==> src/rtl/pfs_pkg.sv <==
package pfs_pkg;

    localparam int unsigned CFG_INDEX_W = 3;
    localparam int unsigned CFG_DATA_W  = 16;

    localparam logic [CFG_INDEX_W-1:0] REG_DIRECTION_MODE   = 3'd0;
    localparam logic [CFG_INDEX_W-1:0] REG_REMOTE_DIRECTION = 3'd1;
    localparam logic [CFG_INDEX_W-1:0] REG_MOTOR_KIND       = 3'd2;
    localparam logic [CFG_INDEX_W-1:0] REG_PROBE_MODE       = 3'd3;
    localparam logic [CFG_INDEX_W-1:0] REG_RANGE_MODE       = 3'd4;
    localparam logic [CFG_INDEX_W-1:0] REG_SHORT_DROP_CV    = 3'd5;
    localparam logic [CFG_INDEX_W-1:0] REG_RANGE_SWITCH_MA  = 3'd6;

    localparam logic [15:0] SHORT_DROP_RESET   = 16'd250;
    localparam logic [15:0] RANGE_SWITCH_RESET = 16'd450;
    localparam logic [15:0] BLANK_MAX          = 16'hFFFF;

    localparam logic [3:0] DRIVE_STOP = 4'd0;
    localparam logic [3:0] DRIVE_CW   = 4'd15;
    localparam logic [3:0] DRIVE_CCW  = 4'd11;

    localparam logic [1:0] DIR_STOP = 2'd0;
    localparam logic [1:0] DIR_CW   = 2'd1;
    localparam logic [1:0] DIR_CCW  = 2'd2;

    localparam logic [1:0] PROBE_BOTH_CURRENT = 2'd0;
    localparam logic [1:0] PROBE_CURRENT_HALL = 2'd1;
    localparam logic [1:0] PROBE_BOTH_HALL    = 2'd2;

    localparam logic [1:0] RANGE_FORCE_LOW  = 2'd0;
    localparam logic [1:0] RANGE_FORCE_HIGH = 2'd1;
    localparam logic [1:0] RANGE_AUTO       = 2'd2;

    localparam logic [2:0] HOST_PATTERN_OFF   = 3'd1;
    localparam logic [2:0] HOST_PATTERN_ON    = 3'd7;
    localparam logic [2:0] HOST_PATTERN_SLEEP = 3'd5;

    localparam logic [1:0] HOST_OFF   = 2'd0;
    localparam logic [1:0] HOST_ON    = 2'd1;
    localparam logic [1:0] HOST_SLEEP = 2'd2;

    localparam logic [1:0] FAULT_NONE   = 2'd0;
    localparam logic [1:0] FAULT_MOTOR  = 2'd1;
    localparam logic [1:0] FAULT_SUPPLY = 2'd2;

    localparam int unsigned IN_DATA_W  = 64;
    localparam int unsigned OUT_DATA_W = 24;

    typedef struct packed {
        logic [1:0]  module_lines;
        logic        clear_fault;
        logic [15:0] measured_current_ma;
        logic [15:0] measured_voltage_cv;
        logic [15:0] set_voltage_cv;
        logic        setpoint_changed;
        logic        supply_output_on;
        logic        ccw_line;
        logic        cw_line;
        logic [2:0]  host_lines;
    } in_item_t;

    typedef struct packed {
        logic [1:0] direction_status;
        logic [1:0] module_status;
        logic [1:0] host_status;
        logic [1:0] fault_level;
        logic       output_kill_pulse;
        logic       supply_off_pulse;
        logic       supply_enable;
        logic       high_range;
        logic [1:0] probe_sel;
        logic       motor_kind_sel;
        logic [3:0] motor_drive;
    } out_item_t;

    typedef struct packed {
        logic        direction_mode;
        logic [1:0]  remote_direction;
        logic        motor_kind;
        logic [1:0]  probe_mode;
        logic [1:0]  range_mode;
        logic [15:0] short_drop_cv;
        logic [15:0] range_switch_ma;
    } cfg_t;

endpackage

==> src/rtl/power_and_short_fault_supervisor_core.sv <==
// Power and short-circuit fault supervisor. Each input word is one 5 ms tick of host power
// lines, local direction lines, supply readings and a fault-clear request; each tick gives
// exactly one result word with the motor, probe, range and supply line levels and the fault,
// host and direction status. A word moves from the input register through the tick update
// into the result register, which presents its result; one word is taken every cycle as
// long as the result side keeps up. The supervisor state (delay and blanking counters,
// fault level, line latches) updates once per word in the tick update. Registers must be
// written through the cfg port only while no word is in flight; the block does not enforce it.
module power_and_short_fault_supervisor_core
    import pfs_pkg::*;
#(
    parameter int unsigned POWER_DELAY_TICKS = 1000,
    parameter int unsigned SHORT_BLANK_TICKS = 250
)
(
    input  logic                   clk,
    input  logic                   rst_n,
    input  logic                   s_tvalid,
    output logic                   s_tready,
    // host_lines[2:0], cw_line[3], ccw_line[4], supply_output_on[5], setpoint_changed[6],
    // set_voltage_cv[22:7], measured_voltage_cv[38:23], measured_current_ma[54:39],
    // clear_fault[55], module_lines[57:56], zero fill[63:58]
    input  logic [IN_DATA_W-1:0]   s_tdata,
    output logic                   m_tvalid,
    input  logic                   m_tready,
    // motor_drive[3:0], motor_kind_sel[4], probe_sel[6:5], high_range[7], supply_enable[8],
    // supply_off_pulse[9], output_kill_pulse[10], fault_level[12:11], host_status[14:13],
    // module_status[16:15], direction_status[18:17], zero fill[23:19]
    output logic [OUT_DATA_W-1:0]  m_tdata,
    input  logic                   cfg_we,
    input  logic [CFG_INDEX_W-1:0] cfg_index,
    input  logic [CFG_DATA_W-1:0]  cfg_data
);

    localparam int unsigned IN_ITEM_W  = $bits(in_item_t);
    localparam int unsigned OUT_ITEM_W = $bits(out_item_t);

    logic      in_valid_reg;
    in_item_t  in_item_reg;
    logic      out_valid_reg;
    out_item_t out_item_reg;
    cfg_t      cfg_reg;
    out_item_t result;
    logic      advance;

    assign advance  = in_valid_reg && (!out_valid_reg || m_tready);
    assign s_tready = !in_valid_reg || advance;
    assign m_tvalid = out_valid_reg;
    assign m_tdata  = {{(OUT_DATA_W - OUT_ITEM_W){1'b0}}, out_item_reg};

    always_ff @(posedge clk or negedge rst_n)
    begin
        if (!rst_n)
        begin
            in_valid_reg  <= 1'b0;
            out_valid_reg <= 1'b0;
        end
        else
        begin
            if (s_tready)
            begin
                in_valid_reg <= s_tvalid;
            end
            if (advance)
            begin
                out_valid_reg <= 1'b1;
            end
            else if (m_tready)
            begin
                out_valid_reg <= 1'b0;
            end
        end
    end

    always_ff @(posedge clk)
    begin
        if (s_tready && s_tvalid)
        begin
            in_item_reg <= in_item_t'(s_tdata[IN_ITEM_W-1:0]);
        end
        if (advance)
        begin
            out_item_reg <= result;
        end
    end

    always_ff @(posedge clk or negedge rst_n)
    begin
        if (!rst_n)
        begin
            cfg_reg.direction_mode   <= 1'b0;
            cfg_reg.remote_direction <= DIR_STOP;
            cfg_reg.motor_kind       <= 1'b0;
            cfg_reg.probe_mode       <= PROBE_BOTH_CURRENT;
            cfg_reg.range_mode       <= RANGE_FORCE_LOW;
            cfg_reg.short_drop_cv    <= SHORT_DROP_RESET;
            cfg_reg.range_switch_ma  <= RANGE_SWITCH_RESET;
        end
        else if (cfg_we)
        begin
            case (cfg_index)
                REG_DIRECTION_MODE:   cfg_reg.direction_mode   <= cfg_data[0];
                REG_REMOTE_DIRECTION: cfg_reg.remote_direction <= cfg_data[1:0];
                REG_MOTOR_KIND:       cfg_reg.motor_kind       <= cfg_data[0];
                REG_PROBE_MODE:       cfg_reg.probe_mode       <= cfg_data[1:0];
                REG_RANGE_MODE:       cfg_reg.range_mode       <= cfg_data[1:0];
                REG_SHORT_DROP_CV:    cfg_reg.short_drop_cv    <= cfg_data;
                REG_RANGE_SWITCH_MA:  cfg_reg.range_switch_ma  <= cfg_data;
                default:              cfg_reg <= cfg_reg;
            endcase
        end
    end

    pfs_logic #(
        .POWER_DELAY_TICKS (POWER_DELAY_TICKS),
        .SHORT_BLANK_TICKS (SHORT_BLANK_TICKS)
    ) u_logic (
        .clk     (clk),
        .rst_n   (rst_n),
        .advance (advance),
        .item    (in_item_reg),
        .cfg     (cfg_reg),
        .result  (result)
    );

endmodule

==> src/rtl/pfs_logic.sv <==
module pfs_logic
    import pfs_pkg::*;
#(
    parameter int unsigned POWER_DELAY_TICKS = 1000,
    parameter int unsigned SHORT_BLANK_TICKS = 250
)
(
    input  logic      clk,
    input  logic      rst_n,
    input  logic      advance,
    input  in_item_t  item,
    input  cfg_t      cfg,
    output out_item_t result
);

    localparam int unsigned DELAY_W = $clog2(POWER_DELAY_TICKS + 2);
    localparam logic [DELAY_W-1:0] DELAY_LIMIT = DELAY_W'(POWER_DELAY_TICKS);
    localparam logic [15:0] BLANK_LIMIT = 16'(SHORT_BLANK_TICKS);

    logic               host_last_reg,    host_last_next;
    logic               switch_armed_reg, switch_armed_next;
    logic [DELAY_W-1:0] switch_delay_reg, switch_delay_next;
    logic [15:0]        blank_count_reg,  blank_count_next;
    logic [1:0]         fault_reg,        fault_next;
    logic [3:0]         drive_reg,        drive_next;
    logic               kind_next;
    logic [1:0]         probe_reg,        probe_next;
    logic               range_reg,        range_next;
    logic               supply_reg,       supply_next;
    logic [1:0]         host_status_reg,  host_status_next;
    logic [1:0]         direction_reg,    direction_next;
    logic               off_pulse;
    logic               kill_pulse;
    logic [16:0]        drop;
    logic               short_seen;

    always_comb
    begin
        host_last_next    = host_last_reg;
        switch_armed_next = switch_armed_reg;
        switch_delay_next = switch_delay_reg;
        blank_count_next  = blank_count_reg;
        fault_next        = fault_reg;
        drive_next        = drive_reg;
        probe_next        = probe_reg;
        range_next        = range_reg;
        supply_next       = supply_reg;
        host_status_next  = host_status_reg;
        direction_next    = direction_reg;
        off_pulse         = 1'b0;
        kill_pulse        = 1'b0;

        if (cfg.direction_mode)
        begin
            case (cfg.remote_direction)
                DIR_STOP: drive_next = DRIVE_STOP;
                DIR_CW:   drive_next = DRIVE_CW;
                DIR_CCW:  drive_next = DRIVE_CCW;
                default:  drive_next = drive_reg;
            endcase
        end

        kind_next = cfg.motor_kind;

        case (cfg.probe_mode)
            PROBE_BOTH_CURRENT: probe_next = 2'd0;
            PROBE_CURRENT_HALL: probe_next = 2'd1;
            PROBE_BOTH_HALL:    probe_next = 2'd3;
            default:            probe_next = probe_reg;
        endcase

        case (cfg.range_mode)
            RANGE_FORCE_LOW:  range_next = 1'b0;
            RANGE_FORCE_HIGH: range_next = 1'b1;
            RANGE_AUTO:       range_next = item.measured_current_ma > cfg.range_switch_ma;
            default:          range_next = range_reg;
        endcase

        case (item.host_lines)
            HOST_PATTERN_OFF:
            begin
                if (host_last_reg)
                begin
                    switch_armed_next = 1'b1;
                    host_last_next    = 1'b0;
                    switch_delay_next = '0;
                end
                if (switch_armed_next)
                begin
                    switch_delay_next = switch_delay_next + 1'b1;
                    if (switch_delay_next > DELAY_LIMIT)
                    begin
                        supply_next       = 1'b0;
                        off_pulse         = 1'b1;
                        switch_armed_next = 1'b0;
                        switch_delay_next = '0;
                    end
                end
                host_status_next = HOST_OFF;
            end
            HOST_PATTERN_ON:
            begin
                if (!host_last_reg)
                begin
                    switch_armed_next = 1'b1;
                    host_last_next    = 1'b1;
                    switch_delay_next = '0;
                end
                if (switch_armed_next)
                begin
                    switch_delay_next = switch_delay_next + 1'b1;
                    if (switch_delay_next > DELAY_LIMIT)
                    begin
                        supply_next       = 1'b1;
                        switch_armed_next = 1'b0;
                        switch_delay_next = '0;
                    end
                end
                host_status_next = HOST_ON;
            end
            HOST_PATTERN_SLEEP:
            begin
                host_status_next = HOST_SLEEP;
            end
            default:
            begin
                host_status_next = host_status_reg;
            end
        endcase

        if (item.clear_fault)
        begin
            fault_next = FAULT_NONE;
        end

        drop       = {1'b0, item.set_voltage_cv} - {1'b0, item.measured_voltage_cv};
        short_seen = 1'b0;

        if (item.supply_output_on)
        begin
            if (blank_count_reg != BLANK_MAX)
            begin
                blank_count_next = blank_count_reg + 16'd1;
            end
            if (item.setpoint_changed)
            begin
                blank_count_next = '0;
            end
            short_seen = (blank_count_next > BLANK_LIMIT) && !drop[16]
                         && (drop[15:0] > cfg.short_drop_cv);
        end
        else
        begin
            blank_count_next = '0;
        end

        if (short_seen)
        begin
            case (fault_next)
                FAULT_NONE:
                begin
                    drive_next     = DRIVE_STOP;
                    direction_next = DIR_STOP;
                    fault_next     = FAULT_MOTOR;
                end
                FAULT_MOTOR:
                begin
                    kill_pulse = 1'b1;
                    fault_next = FAULT_SUPPLY;
                end
                default:
                begin
                    fault_next = fault_next;
                end
            endcase
        end

        if (fault_next == FAULT_NONE)
        begin
            case ({item.ccw_line, item.cw_line})
                2'b00:
                begin
                    drive_next     = DRIVE_STOP;
                    direction_next = DIR_STOP;
                end
                2'b01:
                begin
                    drive_next     = DRIVE_CW;
                    direction_next = DIR_CW;
                end
                2'b10:
                begin
                    drive_next     = DRIVE_CCW;
                    direction_next = DIR_CCW;
                end
                default:
                begin
                    drive_next = drive_next;
                end
            endcase
        end

        result.motor_drive       = drive_next;
        result.motor_kind_sel    = kind_next;
        result.probe_sel         = probe_next;
        result.high_range        = range_next;
        result.supply_enable     = supply_next;
        result.supply_off_pulse  = off_pulse;
        result.output_kill_pulse = kill_pulse;
        result.fault_level       = fault_next;
        result.host_status       = host_status_next;
        result.module_status     = item.module_lines;
        result.direction_status  = direction_next;
    end

    always_ff @(posedge clk or negedge rst_n)
    begin
        if (!rst_n)
        begin
            host_last_reg    <= 1'b0;
            switch_armed_reg <= 1'b0;
            switch_delay_reg <= '0;
            blank_count_reg  <= '0;
            fault_reg        <= FAULT_NONE;
            drive_reg        <= DRIVE_STOP;
            probe_reg        <= '0;
            range_reg        <= 1'b0;
            supply_reg       <= 1'b0;
            host_status_reg  <= HOST_OFF;
            direction_reg    <= DIR_STOP;
        end
        else if (advance)
        begin
            host_last_reg    <= host_last_next;
            switch_armed_reg <= switch_armed_next;
            switch_delay_reg <= switch_delay_next;
            blank_count_reg  <= blank_count_next;
            fault_reg        <= fault_next;
            drive_reg        <= drive_next;
            probe_reg        <= probe_next;
            range_reg        <= range_next;
            supply_reg       <= supply_next;
            host_status_reg  <= host_status_next;
            direction_reg    <= direction_next;
        end
    end

endmodule
==> config.mk <==
export PLATFORM = sky130hd
export DESIGN_NAME = power_and_short_fault_supervisor_core
export DESIGN_NICKNAME = d
export VERILOG_FILES = /design/src/rtl/pfs_pkg.sv /design/src/rtl/power_and_short_fault_supervisor_core.sv /design/src/rtl/pfs_logic.sv
export SDC_FILE = /design/constraint.sdc
export NUM_CORES = 1
export LEC_CHECK = 0
export ABC_AREA = 1
export BUFFER_PORTS_ARGS = -buffer_cell sky130_fd_sc_hd__buf_2
export CAP_MARGIN = 20
export CORE_MARGIN = 1.5
export CORE_UTILIZATION = 26
export DETAILED_ROUTE_END_ITERATION = 12
export PLACE_DENSITY_LB_ADDON = 0.05
export REMOVE_ABC_BUFFERS = 1
export SLEW_MARGIN = 20
export SYNTH_ARGS = -nofsm -noshare
export SYNTH_HDL_FRONTEND = slang
export SYNTH_SLANG_ARGS = --single-unit
export TNS_END_PERCENT = 30
==> constraint.sdc <==
create_clock -name clk -period 5.37 [get_ports clk]
set_input_delay 0.537 -clock clk [delete_from_list [all_inputs] [get_ports clk]]
set_output_delay 0.537 -clock clk [all_outputs]
set_load 0.02 [all_outputs]
# --- Yosys cells after proc, flatten, opt, wreduce, memory -nomap -nowiden ---
# Index checks and enable logic that the tools add are counted.
op_classes:
  addsub: 4
  order_cmp: 5
  eq_ne: 19
  muxes: 49
  reduce_logical: 27
op_table:
  columns: ["cell", "count"]
  rows:
  - ["$mux W10", 8]
  - ["$mux W16", 4]
  - ["$gt A16 B16 Y1", 2]
  - ["$pmux W4 S3", 2]
  - ["$add A10 B1 Y10 const B", 2]
  - ["$gt A10 B10 Y1 const B", 2]
  - ["$pmux W10 S2", 1]
  - ["$pmux W2 S3", 3]
  - ["$reduce_and A2 Y1", 9]
  - ["$mux W1", 17]
  - ["$sub A16 B16 Y17", 1]
  - ["$add A16 B1 Y16 const B", 1]
  - ["$gt A16 B8 Y1 const B", 1]
  - ["$mux W4", 4]
  - ["$ne A16 B16 Y1 const B", 1]
  - ["$eq A3 B3 Y1 const B", 5]
  - ["$logic_not A2 Y1", 6]
  - ["$eq A2 B1 Y1 const B", 5]
  - ["$mux W2", 5]
  - ["$eq A2 B2 Y1 const B", 4]
  - ["$eq A3 B1 Y1 const B", 2]
  - ["$eq A3 B2 Y1 const B", 2]
  - ["$pmux W1 S2", 3]
  - ["$logic_and A1 B1 Y1", 4]
  - ["6 further kinds", 10]
word_totals:
  register_bits: 161
  output_inout_bits: 26
  wordCells: 145

# --- Longest topological paths before layout ---
# Gate-level depths: netlist of run 1.
depth:
  ltp_word: 11
  mapped_depth: 28
  mapped_depth_nobuf: 28

# --- Cells and area by module ---
# From an unflattened synthesis of run 1, not the netlist that was laid out.
unflattened:
  cells_unflattened: 1096
  area_unflattened_um2: 9362.7
by_module_without_submodules:
  columns: ["module", "n_inst", "cells_each", "area_per_inst_um2", "seq_area_each_um2"]
  rows:
  - ["pfs_logic", 1, 816, 5268.8, 1051.0]
  - ["power_and_short_fault_supervisor_core", 1, 280, 4093.9, 3375.7]

# --- Worst setup path after synthesis of run 1 ---
# Ideal clock, no wire load.
synth_path:
  path_kind: "flip-flop to flip-flop"
  start: "reg in_item_reg[23] (netlist bit)"
  end: "reg out_item_reg (netlist bit m_tdata[0]), data pin"
  arrival_time_ns: 3.501
  required_time_ns: 5.116
  setup_slack_ns: 1.614
  stages_incl_launch_ff: 21
  n_path_buf: 0
  path_cell_list: "edfxtp_1 > ha_1 > fa_1 > o21ai_0 > a21oi_1 > nor2_1 > nor2_1 > o21ai_0 > xor2_1 > ha_1 > nand2_1 > inv_1 > nand3_1 > nor3_1 > o21ai_0 > a21oi_1 > nand4_2 > inv_2 > nor2_1 > nand2_1 > nand2_2"
synth_lines:
  columns: ["element", "line_no", "rtl"]
  rows:
  - ["start, declared", "power_and_short_fault_supervisor_core.sv:39", "in_item_t in_item_reg;"]
  - ["start signal, assigned", "power_and_short_fault_supervisor_core.sv:79", "in_item_reg <= in_item_t'(s_tdata[IN_ITEM_W-1:0]);"]
  - ["end signal, assigned", "power_and_short_fault_supervisor_core.sv:83", "out_item_reg <= result;"]
  - ["end, declared", "power_and_short_fault_supervisor_core.sv:41", "out_item_t out_item_reg;"]

==> results of run 1 <==
[kinds of logic after synthesis]
logic type               Yosys count  share of synthesized area, %
adder cells (fa/ha/maj)           64                          8.89
XOR/XNOR                          27                          2.68
other                              1                        0.0412
flip-flops                       161                          48.7
AO/OA/AOI/OAI                    178                          10.7
buffers and inverters            205                          9.10
AND/OR/NAND/NOR                  418                          19.9
[metal layers]
metal	share of wire (%)	wire length, um	vias to the layer above
li1	-	-	3649
met1	49	11400	3149
met2	47	11100	100
met3	2.9	665	10
met4	0.83	194	0
met5	0	0	-
[stage by stage]
stage          setup WS [ps]  area [um^2]  power, mW  hold WS (ps)  std cells
3_5_place_dp             775        10100       2.70           405       1595
4_1_cts                  760        10700       3.94           243       1628
3_3_place_gp             850        10100       2.70           405       1595
2_1_floorplan           1610         8950       2.35           241       1032
5_1_grt                  296        10700       4.15           244       1628
6_report                 847        10700       3.86           269       1628
[Yosys cell counts, drive strengths merged, types with 2 or more instances]
| library cell | instances |
|---|---|
| clkbuf | 15 |
| ha | 63 |
| a211oi | 2 |
| o22ai | 13 |
| a21oi | 42 |
| nand3 | 50 |
| a31oi | 8 |
| a311oi | 2 |
| dfrtp | 74 |
| nand2 | 254 |
| nor2 | 83 |
| a2bb2oi | 3 |
| nor3 | 7 |
| or2 | 3 |
| dfstp | 10 |
| edfxtp | 77 |
| o21bai | 3 |
| a21o | 2 |
| xor2 | 22 |
| nand3b | 3 |
| buf | 11 |
| o21ai | 98 |
| nand4 | 16 |
| inv | 178 |
| xnor2 | 5 |
[cell usage in the layout (no fill, tap or decap), types with 2 or more instances in the layout]
cell,instances
a21oi_1,42
inv_6,2
a2bb2oi_1,3
xor2_1,21
buf_2,101
dfrtp_1,74
o22ai_1,13
nand2_1,241
nand2_4,2
conb_1,5
nor2_1,78
nor3_1,7
a211oi_1,2
inv_1,175
dfstp_2,10
buf_4,7
a311oi_1,2
a21o_1,2
nand3b_1,3
nand2_2,11
inv_2,3
clkbuf_16,19
nor2_4,3
nand3_1,49
a31oi_1,8
clkinv_4,4
o21ai_0,97
or2_2,3
ha_1,63
o21bai_1,3
edfxtp_1,77
clkinv_2,3
nand4_1,15
clkbuf_1,2
xnor2_1,5
[area by class of cell]
| class | instances | share of cell area, % |
|---|---|---|
| flip-flops and latches | 161 | 41.5 |
| multi-input cells | 692 | 36.1 |
| inverters | 179 | 6.30 |
| well taps | 455 | 5.34 |
| repair buffers | 109 | 5.33 |
| clock buffers | 22 | 4.66 |
| clock inverters | 10 | 0.704 |
[power breakdown]
group	internal, mW	switching [mW]
logic	0.355	0.652
clock network	0.664	0.546
registers	1.51	0.131
total	2.53	1.33
[worst max-delay path, stage by stage, from the launching register on]
cell and delay, ps:
edfxtp_1 370, ha_1 220, fa_1 410, o21ai_0 420
a21oi_1 220, nor2_1 180, nor2_1 80, o21ai_0 190
xor2_1 100, ha_1 270, nand2_1 50, inv_1 50
nand3_1 80, nor3_1 190, o21ai_0 140, a21oi_1 560
nand4_2 330, inv_2 210, nor2_1 50, nand2_1 70
nand2_2 70
[worst max-delay path by stage]
stage / to / slack [ps] / from / depth (start not counted)
2_1_floorplan: m_tdata[0] / 1610 / in_item_reg[23] / 20
3_3_place_gp: m_tdata[0] / 850 / in_item_reg[7] / 21
3_5_place_dp: m_tdata[18] / 780 / in_item_reg[23] / 20
4_1_cts: m_tdata[0] / 760 / in_item_reg[23] / 20
5_1_grt: m_tdata[18] / 300 / in_item_reg[7] / 21
6_report: m_tdata[18] / 850 / in_item_reg[23] / 20
[timing repair]
| item | 4_1_cts | 5_1_grt |
|---|---|---|
| setup buffers | 0 | 0 |
| endpoints found under the hold margin | 21 | 0 |
| hold buffers | 1 | 0 |
==> results.toml, run 1 <==
[status]
status = "finished, final reports clean"

[drt]
vias = 6908
routedWlPerCell_um = 14.3
drt_wl_total_um = 23300
via_per_inst = 4.24
antenna_left = 0
post-route-drc-count = 0
dr.first_iter.drc_count = 304
drtPass1Iterations = 4

[setup_path]
crit_arrival_ps = 4710
cp_max_fo = 7
regToRegEndpoint = "m_tdata[18]"
start_kind = "flop"
worst-setup-path-type = "reg -> reg"
end_kind = "flop"
reg2reg_depth = 20
crit_required_ps = 5560
reg2reg_setup_slack_ps = 850
rr_startpoint = "in_item_reg[23]"

[logic_synthesis]
yosysTopAreaCellShare_pct = 25.4
synth_largest_area_cell = "edfxtp_1"
synth_edf_count = 77
synth_seq_area_share_pct = 48.7
yosys-top-cells-area = "edfxtp_1 25%, dfrtp_1 20%, nand2_1 10%"
syn_inst = 1054
synthFlopType = "edfxtp_1"
synth_seq_cells = 161
synth.distinct_cells = 49
async_flop_share_pct = 52.2
synth_area_um2 = 9090
yosys_warnings = 0
synth.avg_cell_area_um2 = 8.63

[die]
start_util_pct = 26.4
die_y_um = 190
num_rows = 68
die-area_um2 = 36100
core_um2 = 34500
pin_count = 114
die-width_um = 190

[power_and_ir_drop]
leakage_nw = 5.03
max-vdd-ir-drop_v = 0.000225
p_per_area_nw_per_um2 = 362

[cts]
clock_latency_ps = 440
cts_tree = "yes"
clk_pin_slew_ps = 70
cts_buffers = 17
cts_sinks = 161
htree_levels = 4
cts_resized = 0
cts.path.max_buffers = 2
clockRootBuffer = "clkbuf_16"

[global_route]
grt_start_max_net_pins = 64
grt_pass1_wl_um = 37700
grt.total_usage_pct = 13.5
grt_use_met3_pct = 2.88
use_met2_pct = 22.6
grt_overflow = 0
grt_pass1_vias = 7019
grtUsageMet1_pct = 17.8
antenna_found_initial = 0
top_usage_layer = "met2"

[sta]
fin_tns_setup_ps = 0
finClkSkew_ps = 11.9
finalMaxSlewViolations = 0
finalSetupViolations = 0
fin_crit_sh_pct = 84.2
hold_viol_final = 0
max_slew_margin_pct = 34.5
fin_crit_ps = 4520
clock.fmax_mhz = 221
tightest_slew_ps = 979
rsz0062_at_grt = "no"

[place]
dp_hpwl_um = 16900
port_buffers = 102
gp_congestion = 0.823

[min_path]
min_delay_path_depth = 1
hp-start = "s_tdata[50]"
holdPathEnd = "in_item_reg[50]"
hold_path_class = "in -> reg"

[final_layout]
multi_input_area_um2 = 3850
largest_reg_flops = 58
seq_area_um2 = 4430
layout-drive-gt1-share_pct = 15.0
area_delta_synth_final_pct = 17.3
nFillCells = 3724
num-nets-final = 1312
diodes = 0
final_util_pct = 30.9

[job]
drv_cap = 0
No activity file was read; power rests on OpenSTA's default activity.
==> run 2: changes to the inputs <==
Clock period 5.37 ns to 4.52 ns, I/O delays scaled along.
==> run 2 against run 1 <==
  * Die area did not move
  * Setup slack worse by 400 ps
  * Via count grew 0.52%
  * Power rose by 22%
  * Clock power rose by 29%
  * Combinational power increased by 19%
  * Routed wire length down 1.2%
  * Largest power group unchanged
  * Highest routed layer unchanged
==> results.toml, run 2 (synthesized netlist as in run 1, its figures left out) <==
[status]
status = "finished, final reports clean"

[global_route]
grt_pass1_wl_um = 37600
grt_start_max_net_pins = 49
antenna_found_initial = 0
grt_pass1_vias = 7040
grt.total_usage_pct = 13.5
grt_overflow = 0

[place]
dp_hpwl_um = 17000
gp_congestion = 0.811
placed_area_um2 = 10100
port_buffers = 102
dp_slack_ps = 392
dp_cells = 1598

[job]
drv_cap = 0

[final_layout]
final_util_pct = 31.2
design_area_um2 = 10700
area_delta_synth_final_pct = 18.2
largest_reg_flops = 58
fin_cells = 1631
diodes = 0
layout-drive-gt1-share_pct = 15.1
final_common_cell = "nand2_1"
num-nets-final = 1315
layout_common_cells = "241 x nand2_1, 175 x inv_1, 101 x buf_2"

[sta]
finClkSkew_ps = 10.3
hold_viol_final = 0
max_slew_margin_pct = 35.6
fin_crit_ps = 4070
whs_ps = 66.5
finalSetupViolations = 0
rsz0062_at_grt = "no"
setup_ws_ps = 449
fin_tns_setup_ps = 0
finalMaxSlewViolations = 0
tightest_slew_ps = 964
fin_crit_sh_pct = 90.1
clock.fmax_mhz = 246

[setup_path]
cp_max_fo = 7
end_kind = "flop"
crit_required_ps = 4710
crit_arrival_ps = 4260
start_kind = "flop"
worst-setup-path-type = "reg -> reg"

[cts]
clockRootBuffer = "clkbuf_16"
cts_sinks = 161
cts_buffers = 17
cts_setup_buffers = 0
clock_latency_ps = 440
cts.path.max_buffers = 2
hold_buffers = 0
cts_tree = "yes"
cts_resized = 0
clk_pin_slew_ps = 60
htree_levels = 4

[drt]
post-route-drc-count = 0
drtPass1Iterations = 4
drt_wl_total_um = 23000
vias = 6944
antenna_left = 0
routedWlPerCell_um = 14.1
dr.first_iter.drc_count = 334
via_per_inst = 4.26

[power_and_ir_drop]
max-vdd-ir-drop_v = 0.000273
p_per_area_nw_per_um2 = 439
power_mw = 4.72
leakage_nw = 5.07

[die]
core_um2 = 34500
die-area_um2 = 36100
die-width_um = 190
die_y_um = 190
pin_count = 114
start_util_pct = 26.4
num_rows = 68

[min_path]
hold_path_class = "in -> async"
==> run 2: cell count changes in the layout (fill, tap and decap cells not counted), sizes merged <==
cell	delta
dlygate4sd3	-1
inv	-1
bufinv	+2
clkinv	-5
clkbuf	+4
buf	+4
==> run 2: worst max-delay path, cell delays in order (launching register included) <==
cell	delay, ps
edfxtp_1	380
ha_1	220
fa_1	410
o21ai_0	180
buf_4	150
a21oi_1	110
nor2_1	150
nor2_1	80
o21ai_0	200
xor2_1	110
ha_1	280
nand2_1	50
inv_1	50
nand3_1	80
nor3_1	190
o21ai_0	130
a21oi_1	210
buf_4	220
nand4_2	240
inv_2	190
nor2_1	50
nand2_1	70
nand2_2	70
==> run 2: worst paths after layout <==
check | from | end | slack, ps | cells past startpoint
worst min register to register | in_item_reg[57] | m_tdata[16] | 420 | 0
worst min-delay path | rst_n | u_logic.host_status_reg[1] | 70 | 1
max in group asynchronous | rst_n | cfg_reg[19] | 3430 | 2
worst max register to register | in_item_reg[23] | m_tdata[1] | 450 | 22
worst max-delay path | in_item_reg[23] | m_tdata[1] | 450 | 22
min in group clk | s_tdata[56] | in_item_reg[56] | 180 | 1
==> run 2: area by class of cell <==
cell class / count / area, um^2
fill: 3676 / 23700
inverter: 179 / 672
sequential: 161 / 4430
timing repair buffer: 112 / 601
clock inverter: 6 / 90.1
tap: 455 / 569
multi-input combinational: 692 / 3850
clock buffer: 26 / 533
==> run 2: layer usage <==
metal	part of all wire [%]	GRT usage [%]	vias to the layer above
met5	0	0	-
met4	1.8	4.64	0
met3	2.5	2.31	20
met2	47	22.7	101
met1	49	17.6	3171
li1	-	-	3652
==> run 2: report_power, final <==
part           total [mW]  switching [mW]  internal [mW]
Combinational        1.20           0.767          0.432
Sequential           1.96           0.166           1.80
Clock                1.56           0.626          0.931
Total                4.72            1.56           3.16
